==> config.mk <==
export PLATFORM = sky130hd
export DESIGN_NAME = sync_length_frame_deframer_top
export DESIGN_NICKNAME = d
export VERILOG_FILES = /design/src/hw/rtl/slfd_pkg.sv /design/src/hw/rtl/sync_length_frame_deframer_top.sv
export SDC_FILE = /design/constraint.sdc
export NUM_CORES = 1
export LEC_CHECK = 0
export BUFFER_PORTS_ARGS = -buffer_cell sky130_fd_sc_hd__buf_2
export CAP_MARGIN = 10
export CORE_AREA = 2 2 151 153
export CTS_CLUSTER_DIAMETER = 50
export DETAILED_ROUTE_END_ITERATION = 10
export DIE_AREA = 0 0 153 155
export SYNTH_ARGS = -nofsm -noshare
export SYNTH_HDL_FRONTEND = slang
export SYNTH_SLANG_ARGS = --single-unit
==> constraint.sdc <==
create_clock -name i_clk -period 8.3 [get_ports i_clk]
set_clock_uncertainty 0.05 [all_clocks]
set_input_delay 0 -clock i_clk [delete_from_list [all_inputs] [get_ports i_clk]]
set_output_delay 0 -clock i_clk [all_outputs]
set_load 0.05 [all_outputs]
==> src/hw/rtl/slfd_pkg.sv <==
// Package with the shared constants and types of the sync and length framed deframer.
`timescale 1ns / 1ps

package slfd_pkg;

    localparam int MAX_FRAME   = 128;
    localparam int HDR_LEN     = 8;
    localparam int ANGLE_MIN   = 14;
    localparam int CHECK_LEN   = 4;
    localparam int STORE_DEPTH = 20;

    localparam int FILL_W  = 8;
    localparam int INDEX_W = $clog2(STORE_DEPTH);
    localparam int CMP_W   = 16;

    localparam logic [7:0] SYNC_BYTE = 8'hA5;

    localparam logic [FILL_W-1:0] FILL_MAX   = FILL_W'(MAX_FRAME);
    localparam logic [FILL_W-1:0] FILL_STORE = FILL_W'(STORE_DEPTH);
    localparam logic [FILL_W-1:0] FILL_CHECK = FILL_W'(CHECK_LEN);
    localparam logic [FILL_W-1:0] FILL_HDR   = FILL_W'(HDR_LEN);

    localparam logic [CMP_W-1:0] PAYLOAD_MAX = CMP_W'(MAX_FRAME - HDR_LEN);
    localparam logic [CMP_W-1:0] ANGLE_LEN   = CMP_W'(ANGLE_MIN);

    typedef enum logic [4:0] {
        S_IDLE = 5'b00001,
        S_SYNC = 5'b00010,
        S_LEN  = 5'b00100,
        S_FILL = 5'b01000,
        S_OUT  = 5'b10000
    } t_state;

endpackage

==> src/hw/rtl/sync_length_frame_deframer_top.sv <==
// Top level of the sync and length framed deframer with its compare sequencer.
// A frame-completing byte passes S_SYNC, S_LEN, S_FILL and S_OUT before its result
// is registered; bytes are taken only in S_IDLE. One shared 16-bit compare unit
// checks sync byte, length bound, fill level and angle length in turn, one per cycle.
// A result waiting under stall holds the sequencer before the output register.
// Reset is synchronous and active low; it empties the buffer and clears output valid.
`timescale 1ns / 1ps

module sync_length_frame_deframer_top (
    input  logic        i_clk,
    input  logic        i_rst_n,
    input  logic        i_in_valid,
    output logic        o_in_stall,
    input  logic [7:0]  i_rx_byte,
    output logic        o_out_valid,
    input  logic        i_out_stall,
    output logic [15:0] o_command_id,
    output logic [15:0] o_flag_word,
    output logic [6:0]  o_payload_length,
    output logic        o_angles_present,
    output logic [31:0] o_yaw_bits,
    output logic [31:0] o_pitch_bits
);

    slfd_pkg::t_state r_state, n_state;
    logic [slfd_pkg::FILL_W-1:0] r_fill, n_fill;
    logic [7:0] r_frame [slfd_pkg::STORE_DEPTH];

    logic r_out_valid, n_out_valid;
    logic [15:0] r_command_id;
    logic [15:0] r_flag_word;
    logic [6:0]  r_payload_length;
    logic        r_angles_present;
    logic [31:0] r_yaw_bits;
    logic [31:0] r_pitch_bits;

    logic [slfd_pkg::CMP_W-1:0] u_a, u_b;
    logic [slfd_pkg::CMP_W:0]   u_diff;
    logic u_lt, u_eq;

    logic [15:0] w_payload;
    logic [slfd_pkg::FILL_W-1:0] w_total;
    logic w_accept, w_store, w_drop, w_load;

    assign w_payload = {r_frame[2], r_frame[1]};
    assign w_total   = w_payload[slfd_pkg::FILL_W-1:0] + slfd_pkg::FILL_HDR;
    assign w_accept  = i_in_valid && !o_in_stall;
    assign w_store   = w_accept && (r_fill < slfd_pkg::FILL_STORE);

    always_comb begin
        case (r_state)
            slfd_pkg::S_SYNC: begin
                u_a = {8'h00, r_frame[0]};
                u_b = {8'h00, slfd_pkg::SYNC_BYTE};
            end
            slfd_pkg::S_LEN: begin
                u_a = w_payload;
                u_b = slfd_pkg::PAYLOAD_MAX;
            end
            slfd_pkg::S_FILL: begin
                u_a = {8'h00, r_fill};
                u_b = {8'h00, w_total};
            end
            default: begin
                u_a = w_payload;
                u_b = slfd_pkg::ANGLE_LEN;
            end
        endcase
    end

    assign u_diff = {1'b0, u_a} - {1'b0, u_b};
    assign u_lt   = u_diff[slfd_pkg::CMP_W];
    assign u_eq   = (u_diff == '0);

    always_comb begin
        n_state     = r_state;
        n_fill      = r_fill;
        n_out_valid = r_out_valid && i_out_stall;
        w_drop      = 1'b0;
        w_load      = 1'b0;
        case (r_state)
            slfd_pkg::S_IDLE: begin
                if (w_accept) begin
                    if (r_fill < slfd_pkg::FILL_MAX) begin
                        n_fill = r_fill + 1'b1;
                    end
                    n_state = slfd_pkg::S_SYNC;
                end
            end
            slfd_pkg::S_SYNC: begin
                if (r_fill < slfd_pkg::FILL_CHECK) begin
                    n_state = slfd_pkg::S_IDLE;
                end else if (!u_eq) begin
                    w_drop  = 1'b1;
                    n_fill  = r_fill - 1'b1;
                    n_state = slfd_pkg::S_IDLE;
                end else begin
                    n_state = slfd_pkg::S_LEN;
                end
            end
            slfd_pkg::S_LEN: begin
                if (!u_lt && !u_eq) begin
                    w_drop  = 1'b1;
                    n_fill  = r_fill - 1'b1;
                    n_state = slfd_pkg::S_IDLE;
                end else begin
                    n_state = slfd_pkg::S_FILL;
                end
            end
            slfd_pkg::S_FILL: begin
                if (u_lt) begin
                    n_state = slfd_pkg::S_IDLE;
                end else begin
                    n_state = slfd_pkg::S_OUT;
                end
            end
            slfd_pkg::S_OUT: begin
                if (!r_out_valid || !i_out_stall) begin
                    w_load      = 1'b1;
                    n_out_valid = 1'b1;
                    n_fill      = '0;
                    n_state     = slfd_pkg::S_IDLE;
                end
            end
            default: begin
                n_state = slfd_pkg::S_IDLE;
            end
        endcase
    end

    always_ff @(posedge i_clk) begin
        if (!i_rst_n) begin
            r_state     <= slfd_pkg::S_IDLE;
            r_fill      <= '0;
            r_out_valid <= 1'b0;
        end else begin
            r_state     <= n_state;
            r_fill      <= n_fill;
            r_out_valid <= n_out_valid;
        end
    end

    always_ff @(posedge i_clk) begin
        if (w_store) begin
            r_frame[r_fill[slfd_pkg::INDEX_W-1:0]] <= i_rx_byte;
        end
        if (w_drop) begin
            r_frame[0] <= r_frame[1];
            r_frame[1] <= r_frame[2];
            r_frame[2] <= r_frame[3];
        end
    end

    always_ff @(posedge i_clk) begin
        if (w_load) begin
            r_command_id     <= {r_frame[5], r_frame[4]};
            r_flag_word      <= {r_frame[7], r_frame[6]};
            r_payload_length <= w_payload[6:0];
            r_angles_present <= !u_lt;
            if (!u_lt) begin
                r_yaw_bits   <= {r_frame[11], r_frame[10], r_frame[9], r_frame[8]};
                r_pitch_bits <= {r_frame[15], r_frame[14], r_frame[13], r_frame[12]};
            end else begin
                r_yaw_bits   <= '0;
                r_pitch_bits <= '0;
            end
        end
    end

    assign o_in_stall       = (r_state != slfd_pkg::S_IDLE);
    assign o_out_valid      = r_out_valid;
    assign o_command_id     = r_command_id;
    assign o_flag_word      = r_flag_word;
    assign o_payload_length = r_payload_length;
    assign o_angles_present = r_angles_present;
    assign o_yaw_bits       = r_yaw_bits;
    assign o_pitch_bits     = r_pitch_bits;

    a_stall_after_beat: assert property (@(posedge i_clk) disable iff (!i_rst_n)
        w_accept |=> o_in_stall)
        else $error("Input beat was not followed by a busy cycle.");

    a_fill_bound: assert property (@(posedge i_clk) disable iff (!i_rst_n)
        r_fill <= slfd_pkg::FILL_MAX)
        else $error("Buffer fill level exceeds the largest frame.");

    a_load_empties: assert property (@(posedge i_clk) disable iff (!i_rst_n)
        w_load |=> (r_fill == '0) && o_out_valid)
        else $error("Completed frame did not empty the buffer and raise valid.");

    a_angles_flag: assert property (@(posedge i_clk) disable iff (!i_rst_n)
        o_out_valid |-> (o_angles_present == (o_payload_length >= 7'(slfd_pkg::ANGLE_MIN))))
        else $error("Angle flag disagrees with the payload length.");

endmodule
; After elaboration in Yosys (flattened, before gate mapping)
; Memories as Yosys holds them, arrays and structs flattened. A register that Yosys moved wholly into a read port is not among the register bits.
; Cells that the tools add are included.
[op_classes]
addsub = 4
multipliers = 0
div_mod_pow = 0
n_lt_le_gt_ge = 3
eq_ne = 12
n_shift = 0
muxes = 31
bitwise = 0
reduce_logical = 15
[op_table]
columns = op, count
row1 = $mux W8, 7
row2 = $pmux W16 S2, 1
row3 = $pmux W8 S4, 1
row4 = $pmux W5 S5, 1
row5 = $pmux W8 S3, 1
row6 = $mux W5, 4
row7 = $logic_not A17 Y1, 1
row8 = $sub A16 B16 Y17, 1
row9 = $mux W1, 12
row10 = $ne A2 B2 Y1 const B, 6
row11 = $add A8 B1 Y8 const B, 1
row12 = $add A8 B4 Y8 const B, 1
row13 = $lt A8 B3 Y1 const B, 1
row14 = $lt A8 B5 Y1 const B, 1
row15 = $lt A8 B8 Y1 const B, 1
row16 = $reduce_or A8 Y1, 1
row17 = $sub A8 B1 Y8 const B, 1
row18 = $reduce_and A7 Y1, 1
row19 = $mux W3, 2
row20 = $eq A5 B1 Y1 const B, 1
row21 = $eq A5 B2 Y1 const B, 1
row22 = $eq A5 B3 Y1 const B, 1
row23 = $eq A5 B4 Y1 const B, 1
row24 = $eq A5 B5 Y1 const B, 1
row25 = 8 further kinds, 15
[totals]
regBits = 22
latch_bits = 0
ram_bits = 160
romBits = 0
input_bits = 12
out_inout_bits = 106
wordCells = 71
memories = 1
[memory_table]
columns = name, depth, word_bits, read_ports, rd_clocked_by_memory_dff, wr, line_no
row1 = r_frame, 20, 8, 16, 12, 3, sync_length_frame_deframer_top.sv:27  ; logic [7:0] r_frame [slfd_pkg::STORE_DEPTH];

; Longest topological paths before layout
; Gate-level depths: netlist (run 1).
; An unclocked memory read counts as a cell.
[depth]
word_depth = 13
depth_mapped = 18
mapped_depth_nobuf = 15

; Worst setup path after synthesis (run 1)
; No wires, ideal clock.
[synth_timing]
path_type = register to register
from = register r_state[1]
to = register r_angles_present (netlist: o_angles_present), enable pin
setup_time_ns = 0.600
arrival_time_ns = 5.937
required_ns = 7.650
setup_slack_ns = 1.712
stages_incl_launch_ff = 4
n_path_buf = 0
period_less_slack_ns = 6.588
path_cell_list = dfxtp_1 nor3_1 nand3b_1 a21oi_1
[synth_via]
elab_chain_len = 2
[synth_lines]
columns = element, line_no
row1 = from (decl), sync_length_frame_deframer_top.sv:25  ; slfd_pkg::t_state r_state, n_state;
row2 = from (signal assigned), sync_length_frame_deframer_top.sv:133  ; r_state <= slfd_pkg::S_IDLE;
row3 = from (signal assigned), sync_length_frame_deframer_top.sv:137  ; r_state <= n_state;
row4 = $eq A5 B5 Y1, sync_length_frame_deframer_top.sv:81  ; case (r_state)
row5 = $mux W1, sync_length_frame_deframer_top.sv:81
row6 = via w_load, sync_length_frame_deframer_top.sv:43  ; logic w_accept, w_store, w_drop, w_load;
row7 = to (signal assigned), sync_length_frame_deframer_top.sv:159  ; r_angles_present <= !u_lt;
row8 = to (decl), sync_length_frame_deframer_top.sv:33  ; logic r_angles_present;
; The timed path passes the listed nets, and every way through them passes these cells.
; A chain may end at the register's enable or synchronous reset.

==> qor.yml, run 1 <==
status: "finished clean"
die_width_um: 153
first_pass_iters: 6
cp_slowest_stage_delay_ns: 0.86
crit_top_cell: "nand2_1"
n_antenna_cell: 0
place_congestion: 0.870
rsz0062_at_grt: "false"
clkTransAtPathRegs_ns: 0.06
ctsRootBufferMaster: "clkbuf_16"
worst-path-buf-inv: 2
switching_power_w: 0.000594
ios: 118
start_kind: "register"
setup_viol: 0
finalHoldViolCount: 0
syn_avg_cell_area_um2: 16.1
drv_slew: 0
clock_sinks: 246
wl_per_cell_um: 19.0
worst_ep_required_time_ns: 8.38
clock_path_buffers: 3
switching_share: 0.225
fmax_mhz: 187
vias: 5500
syn_to_final_growth_pct: 18.6
synth.area.top_cells: "edfxtp_1 71%, nor2b_1 4.1%, dfxtp_1 2.9%, mux2_4 2.6%, ha_1 1.9%"
grtUsageTotal: 0.170
cp_slowest_cell: "o21ai_4"
end_kind: "register"
synth_top_area_frac: 0.710
cellPowerDensity_mw_per_mm2: 227
ant_nets: 0
yosys.area.top_type: "edfxtp_1"
synthArstFlopShare: 0
fin_crit_ns: 5.35
hpwlAfterDp_um: 13400
cts_resized: 0
dp.cells: 996
routed_wl_um: 20000
power.total_w: 0.00264
drive_gt1_frac: 0.250
grt_pass1_wl_um: 31300
syn_inst: 608
clock_power_share: 0.395
finalSetupTns_ns: 0
sequentialPowerShare: 0.532
ys_warn_count: 0
p_leak_nw: 4.18
fp-row-count: 55
drv_cap: 0
synthTopCellsByCount: "232 x edfxtp_1, 65 x nor2b_1, 35 x nor2_1"
grt_max_degree: 69
antenna_found_initial: 0
crit_type: "reg -> reg"
drc: 0
initial_core_util: 0.442
cts-buffers-inserted: 25
synth_nets: 637
final_cell_area_mm2: 0.0116
ys_seq_elements: 246
cts_tree: "built"
fin_crit_sh: 0.645
n_fill_cell: 1837
placed_cell_area_mm2: 0.0107
path_max_fanout: 68
htreeDepth: 1
grt_pass1_vias: 5370
synth_cell_types: 62
synth_area_mm2: 0.00982
post-synth-top-count-cell: "edfxtp_1"
core_mm2: 0.0222
p_int_w: 0.00205
tightest_slew_ns: 1.05
final_cells: 1056
drtIter0Drc: 484
hold_path_class: "reg -> reg"
grt-ovfl-total: 0
combinationalPowerShare: 0.074
synthFlopType: "edfxtp_1"
relSlewSlack: 0.295
worst_ep_arrival_time_ns: 5.43
io_buffers: 117
ir_worst_vdd_mv: 0.133
nNetsFinal: 781
worstSkewPairLatency_ns: 0.52
cp_top_family: "compound AO/OA/AOI/OAI gates"
vias_per_cell: 5.21
dieHeight_um: 155
die_area_mm2: 0.0237
synth-seq-area-share: 0.738
cp_cell_sequence: "nor3_1, and3b_1, nand2_1, nand2_1, ha_1, inv_1, fa_1, nand3_1, a211o_1, nand3b_1, a21oi_4, buf_4, nor2_1, o21ai_4, o21ai_1"
synth-edff-count: 232
area by class of cell:
class | count | area [um2] | share of cell area
Clock buffer | 28 | 647 | 0.0555
Clock inverter | 18 | 139 | 0.0119
Inverter | 17 | 63.8 | 0.00548
Multi-Input combinational cell | 328 | 2450 | 0.210
Sequential cell | 246 | 7250 | 0.622
Tap cell | 285 | 357 | 0.0306
Timing Repair Buffer | 134 | 748 | 0.0642
worst paths after layout:
kind / cells past startpoint / start / slack, ns / end
worst min register to register: 0 / r_frame[4][3] / 0.37 / o_command_id[3]
worst max-delay path: 15 / r_state[4] / 2.95 / r_frame[1][7]
worst min-delay path: 0 / r_frame[4][3] / 0.37 / o_command_id[3]
worst max register to register: 15 / r_state[4] / 2.95 / r_frame[1][7]
per-layer routing:
metal / global-route usage / wire (um)
met1: 0.236 / 8980
met2: 0.283 / 9560
met3: 0.0292 / 1190
met4: 0.0401 / 316
met5: 0 / 0
cells in the final DEF, fill, tap and decap left out, drive strengths merged, types with 4 or more instances in the layout:
master       instances
nor2                35
ha                  15
nor2b               65
a21oi               25
edfxtp             232
inv                 19
nor4                 7
a21o                 6
o21a                 6
xnor2                9
a222oi               8
nand3               19
clkbuf              28
buf                120
xor2                 4
dfxtp               14
mux2                24
nand3b               8
mux2i                7
nand2               24
clkinv              13
o21ai                8
nor3                 9
dlygate4sd3         14
timing repair:
item / CTS / global route
setup buffers: 0 / 0
hold endpoints to repair: 118 / 0
hold buffers: 14 / 0
flip-flops by register name, indices dropped and copies added (netlist names):
signal,cells
r_frame,128
o_pitch_bits,32
o_yaw_bits,32
o_command_id,16
o_flag_word,16
r_fill,8
o_payload_length,7
r_state,5
o_angles_present,1
o_out_valid,1
through the flow:
step / hold slack [ns] / setup WS, ns / utilization
2_1_floorplan: 0.0489 / 1.71 / -
3_3_place_gp: 0.248 / 3.23 / 0.482
3_5_place_dp: 0.258 / 3.00 / 0.482
4_1_cts: 0.346 / 2.99 / 0.524
5_1_grt: 0.373 / 2.49 / 0.524
6_report: 0.365 / 2.95 / 0.524
power groups by stage:
stage	clock network [W]	registers (W)	logic, W
after floorplan	0	0.00142	0.000140
after global placement	0	0.00143	0.000185
after detailed placement	0	0.00143	0.000189
after CTS	0.00107	0.00140	0.000195
after global routing	0.00112	0.00141	0.000216
final	0.00104	0.00141	0.000194
kinds of logic after synthesis:
group,Yosys count,synth area share
AO/OA/AOI/OAI,80,0.0640
XOR/XNOR,13,0.0116
adder cells (fa/ha/maj),17,0.0232
multiplexers,31,0.0412
flip-flops,246,0.738
AND/OR/NAND/NOR,187,0.107
buffers and inverters,34,0.0149
No activity file was read; power rests on OpenSTA's default activity.
==> run 2: changes to the inputs <==
==> constraint.sdc (replaced) <==
create_clock -name i_clk -period 5.1 [get_ports i_clk]
set_clock_uncertainty 0.05 [all_clocks]
set_input_delay 0 -clock i_clk [delete_from_list [all_inputs] [get_ports i_clk]]
set_output_delay 0 -clock i_clk [all_outputs]
set_load 0.05 [all_outputs]
==> qor.yml, run 2 (same netlist as run 1, synthesis figures left out) <==
status: "finished clean"
grt_pass1_vias: 5399
reg2reg_slack_ns: 0.51
fin_crit_sh: 0.900
start_kind: "register"
wl_per_cell_um: 19.1
regArea_mm2: 0.00725
initial_core_util: 0.442
switching_share: 0.218
drv_cap: 0
ios: 118
regMostFlops: "r_frame"
fin_crit_ns: 4.59
grtUsageTotal: 0.168
worst_ep_required_time_ns: 5.30
grt-ovfl-total: 0
ir_worst_vdd_mv: 0.244
reg2reg_from: "r_state[4]"
timing.final.ws_setup_ns: 0.510
core_mm2: 0.0222
clkTransAtPathRegs_ns: 0.06
clock_sinks: 246
end_kind: "register"
vias_per_cell: 5.23
final_cells: 1057
timing.rr.end: "r_frame[1][0]"
dieHeight_um: 155
n_antenna_cell: 0
first_pass_iters: 5
hpwlAfterDp_um: 13000
largest_reg_flops: 128
p_int_w: 0.00349
die_width_um: 153
rsz0062_at_grt: "false"
mostFrequentLayoutCells: "232 x edfxtp_1, 117 x buf_2, 65 x nor2b_1, 35 x nor2_1, 27 x clkbuf_16"
grt_max_degree: 105
relSlewSlack: 0.386
nNetsFinal: 781
postCtsSetupRepairBufs: 0
pre_cts_ws_ns: 0.216
clock_power_share: 0.417
drc: 0
place_congestion: 0.932
tightest_slew_ns: 0.921
crit_start: "r_state[4]"
syn_to_final_growth_pct: 19.7
sequentialPowerShare: 0.511
hold_path_class: "reg -> reg"
reg2reg_depth: 14
worst_ep_arrival_time_ns: 4.79
ant_nets: 0
p_leak_nw: 4.21
io_buffers: 117
crit_type: "reg -> reg"
finalSetupTns_ns: 0
routed_wl_um: 20200
combinationalPowerShare: 0.071
finalHoldViolCount: 0
grt_pass1_wl_um: 31300
htreeDepth: 1
switching_power_w: 0.000975
drtIter0Drc: 442
worstSkewPairLatency_ns: 0.51
drive_gt1_frac: 0.253
final_cell_area_mm2: 0.0117
fp-row-count: 55
layout_commonest_cell: "edfxtp_1"
clock_path_buffers: 3
placed_cell_area_mm2: 0.0107
setup_viol: 0
path_max_fanout: 15
cts_tree: "built"
n_fill_cell: 1859
crit_end: "r_frame[1][0]"
fmax_mhz: 218
multiInputGateArea_mm2: 0.00247
dp.cells: 995
cellPowerDensity_mw_per_mm2: 380
vias: 5523
drv_slew: 0
antenna_found_initial: 0
ctsRootBufferMaster: "clkbuf_16"
cts-buffers-inserted: 26
die_area_mm2: 0.0237
-- run 2: how the worst min path moves through the flow --
stage / to / cells after the start / slack (ns) / from
floorplan: r_frame[10][0] / 0 / 0.05 / i_rx_byte[0]
global placement: o_out_valid / 3 / 0.25 / i_out_stall
finish: o_command_id[8] / 0 / 0.36 / r_frame[5][0]
CTS: r_state[0] / 4 / 0.36 / i_in_valid
global route: o_flag_word[6] / 0 / 0.37 / r_frame[6][6]
detailed placement: o_out_valid / 3 / 0.26 / i_out_stall
-- run 2: layer usage --
metal / share of wire / global-route usage / up-vias / routed length, um
met5: 0 / 0 / - / 0
met4: 0.015 / 0.0340 / 0 / 296
met3: 0.064 / 0.0295 / 34 / 1290
met2: 0.47 / 0.282 / 191 / 9530
met1: 0.45 / 0.232 / 2689 / 9060
li1: - / - / 2609 / -
-- run 2: power groups by stage --
stage | sequential [W] | combinational, W | clock (W)
floorplan | 0.00230 | 0.000229 | 0
global placement | 0.00233 | 0.000300 | 0
detailed placement | 0.00232 | 0.000306 | 0
CTS | 0.00228 | 0.000315 | 0.00189
global route | 0.00229 | 0.000354 | 0.00198
finish | 0.00228 | 0.000319 | 0.00186
-- run 2: critical path: stages, from the launching register on --
cell	delay, ns
dfxtp_1	0.35
nor3_1	0.32
nand2_2	0.29
a222oi_1	0.38
ha_1	0.22
inv_1	0.05
fa_1	0.41
a21o_1	0.22
a221oi_1	0.43
o21a_1	0.22
nor4_4	0.06
nor4_4	0.32
o211ai_4	0.23
o21ai_2	0.42
mux2_4	0.36
-- run 2: cell type report --
type	instances	share of cell area
clock buffer	36	0.0638
sequential	246	0.617
inverter	17	0.00543
multi-input combinational	329	0.210
timing repair buffer	132	0.0633
tap	285	0.0304
clock inverter	12	0.0104
-- run 2: what timing repair did --
action	4_1_cts	5_1_grt
endpoints found under the setup margin	0	24
resized for setup	0	3
endpoints found under the hold margin	118	0
hold buffers	13	0
-- run 2: stage by stage --
stage	hold WS [ns]	power, W	util
floorplan	0.0489	0.00253	-
global placement	0.254	0.00263	0.483
detailed placement	0.262	0.00263	0.483
CTS	0.360	0.00449	0.528
global route	0.369	0.00462	0.529
finish	0.362	0.00447	0.529
==> run 3: changes to the inputs <==
--- a/config.mk
+++ b/config.mk
@@ -5,12 +5,14 @@
 export SDC_FILE = /design/constraint.sdc
 export NUM_CORES = 1
 export LEC_CHECK = 0
+export ABC_AREA = 1
+export ABC_CLOCK_PERIOD_IN_PS = 5100
 export BUFFER_PORTS_ARGS = -buffer_cell sky130_fd_sc_hd__buf_2
 export CAP_MARGIN = 10
-export CORE_AREA = 2 2 151 153
+export CORE_AREA = 2 2 152 154
 export CTS_CLUSTER_DIAMETER = 50
 export DETAILED_ROUTE_END_ITERATION = 10
-export DIE_AREA = 0 0 153 155
+export DIE_AREA = 0 0 154 156
 export SYNTH_ARGS = -nofsm -noshare
 export SYNTH_HDL_FRONTEND = slang
 export SYNTH_SLANG_ARGS = --single-unit
==> qor.yml, run 3 <==
status: "finished clean"
synth_nets: 841
ctsRootBufferMaster: "clkbuf_16"
cp_cell_sequence: "nor2_2, nand2_1, nor2_4, nor2_1, inv_1, nor2_1, a211oi_1, ha_1, nand2_1, nor3b_1, nor2_1, nor2_1, nor2_1, nand3_1, nand2_1, nor2_4, nand3_4, nand3_1, nand2_2, inv_2, o21ai_1"
finalHoldViolCount: 0
first_pass_iters: 4
worstSkewPairLatency_ns: 0.51
setup_viol: 0
worst-path-buf-inv: 2
vias: 6134
place_congestion: 0.867
min_path_cells: 3
ant_nets: 0
cts_tree: "built"
layout_commonest_cell: "edfxtp_1"
cp_top_family: "simple AND/OR/NAND/NOR gates"
start_kind: "register"
fin_crit_sh: 0.904
synth_area_mm2: 0.00989
drv_cap: 0
htreeDepth: 1
reg2reg_depth: 21
grt_pass1_vias: 5685
grtUsageTotal: 0.171
clock_path_buffers: 3
synth_top_area_frac: 0.704
routed_wl_um: 20500
n_fill_cell: 1904
hold_start: "i_out_stall"
yosys.area.top_type: "edfxtp_1"
worst_ep_arrival_time_ns: 4.70
synth.area.top_cells: "edfxtp_1 70%, nand2_1 5.4%, nor2_1 5.0%, inv_1 4.6%, dfxtp_1 2.8%"
postCtsSetupRepairBufs: 0
dieHeight_um: 156
regArea_mm2: 0.00725
n_antenna_cell: 0
timing.rr.end: "r_frame[1][3]"
path_max_fanout: 19
synth_cell_types: 39
mostFrequentLayoutCells: "232 x edfxtp_1, 141 x nand2_1, 132 x nor2_1, 122 x inv_1, 117 x buf_2"
cp_slowest_stage_delay_ns: 0.42
drc: 0
antenna_found_initial: 0
tightest_slew_ns: 0.928
fp-row-count: 55
synth-seq-area-share: 0.733
clkTransAtPathRegs_ns: 0.06
synthTopCellsByCount: "232 x edfxtp_1, 141 x nand2_1, 133 x nor2_1"
hpwlAfterDp_um: 13600
cp_slowest_cell: "o21ai_1"
synthFlopType: "edfxtp_1"
rsz0062_at_grt: "false"
p_leak_nw: 4.75
syn_to_final_growth_pct: 19.5
min_to: "o_angles_present"
grt-ovfl-total: 0
drive_gt1_frac: 0.201
hold_path_class: "in -> reg"
finalSetupTns_ns: 0
post-synth-top-count-cell: "edfxtp_1"
worst_ep_required_time_ns: 5.19
wl_per_cell_um: 16.2
cellPowerDensity_mw_per_mm2: 378
ios: 118
largest_reg_flops: 128
ys_warn_count: 0
ys_seq_elements: 246
relSlewSlack: 0.376
vias_per_cell: 4.86
die_area_mm2: 0.0240
fmax_mhz: 217
path_depth: 21
reg2reg_from: "r_state[3]"
syn_inst: 812
grt_pass1_wl_um: 31800
syn_avg_cell_area_um2: 12.2
regMostFlops: "r_frame"
reg2reg_slack_ns: 0.49
ir_worst_vdd_mv: 0.212
synthArstFlopShare: 0
crit_type: "reg -> reg"
drv_slew: 0
nNetsFinal: 989
io_buffers: 117
clock_sinks: 246
drtIter0Drc: 442
holdWs_ns: 0.321
core_mm2: 0.0224
crit_top_cell: "nor2_1"
fin_crit_ns: 4.61
grt_max_degree: 104
multiInputGateArea_mm2: 0.00210
cts-buffers-inserted: 25
synth-edff-count: 232
initial_core_util: 0.442
die_width_um: 154
end_kind: "register"
## run 3: cell count changes after synthesis, moves of 8 or more
cell      delta
nor2b_1     -65
inv_1      +105
nor2_1      +98
mux2_4      -17
clkbuf_1    -10
nand2_1    +118
o21ai_0      +8
buf_2        +9
a222oi_1     -8
xnor2_1      -8
## run 3: area by class of cell
type                            count  area share
Clock buffer                       32      0.0568
Multi-Input combinational cell    421       0.177
Tap cell                          285      0.0302
Sequential cell                   246       0.613
Timing Repair Buffer              137      0.0660
Inverter                          129      0.0410
Clock inverter                     13      0.0158
## run 3: kinds of logic after synthesis
group,Yosys count,share of synthesized area
AND/OR/NAND/NOR,343,0.150
adder cells (fa/ha/maj),17,0.0230
flip-flops,246,0.733
XOR/XNOR,3,0.00266
AO/OA/AOI/OAI,58,0.0336
buffers and inverters,145,0.0581
## run 3: metrics by stage
stage | setup slack, ns | instances | total power [W] | util | cell area (um2)
after global routing | 0.0307 | 1263 | 0.00463 | 0.529 | 11800
after CTS | 0.547 | 1263 | 0.00451 | 0.529 | 11800
after detailed placement | 0.607 | 1205 | 0.00264 | 0.484 | 10800
after floorplan | 0.954 | 812 | 0.00254 | - | 9900
after global placement | 0.751 | 1205 | 0.00264 | 0.484 | 10800
final | 0.490 | 1263 | 0.00447 | 0.529 | 11800
## run 3: worst register-to-register path, delay by kind of cell, from the launching register on
family,cells,cell delay (ns)
simple gates,16,2.37
compound gates,2,0.66
fa+ha+maj,1,0.35
flops,1,0.35
buf+inv,2,0.47
## run 3: worst max-delay path by stage
stage	start	end	slack, ns
floorplan	r_state[2]	o_angles_present	0.95
global placement	r_state[3]	r_frame[1][1]	0.75
detailed placement	r_state[3]	r_frame[2][4]	0.61
CTS	r_state[3]	r_frame[1][3]	0.55
global route	r_state[3]	r_frame[1][1]	0.03
finish	r_state[3]	r_frame[1][3]	0.49
## run 3: what timing repair did
item                                   CTS  global route
setup endpoints to repair                0             0
gates resized for setup                  0             0
endpoints found under the hold margin  119             0
hold buffers                            13             0
## run 3: power by group
part	leakage (nW)	internal, W	switching (W)	total (W)
combinational	2.13	0.000102	0.000225	0.000327
sequential	2.20	0.00224	0.0000392	0.00228
clock	0.422	0.00114	0.000723	0.00186
## run 3: metal layers
metal  GRT usage  wire length [um]  vias to the layer above
li1            -                 -                     3014
met1       0.246              9450                     2871
met2       0.270              9230                      216
met3      0.0264              1380                       33
met4      0.0494               429                        0
met5           0                 0                        -
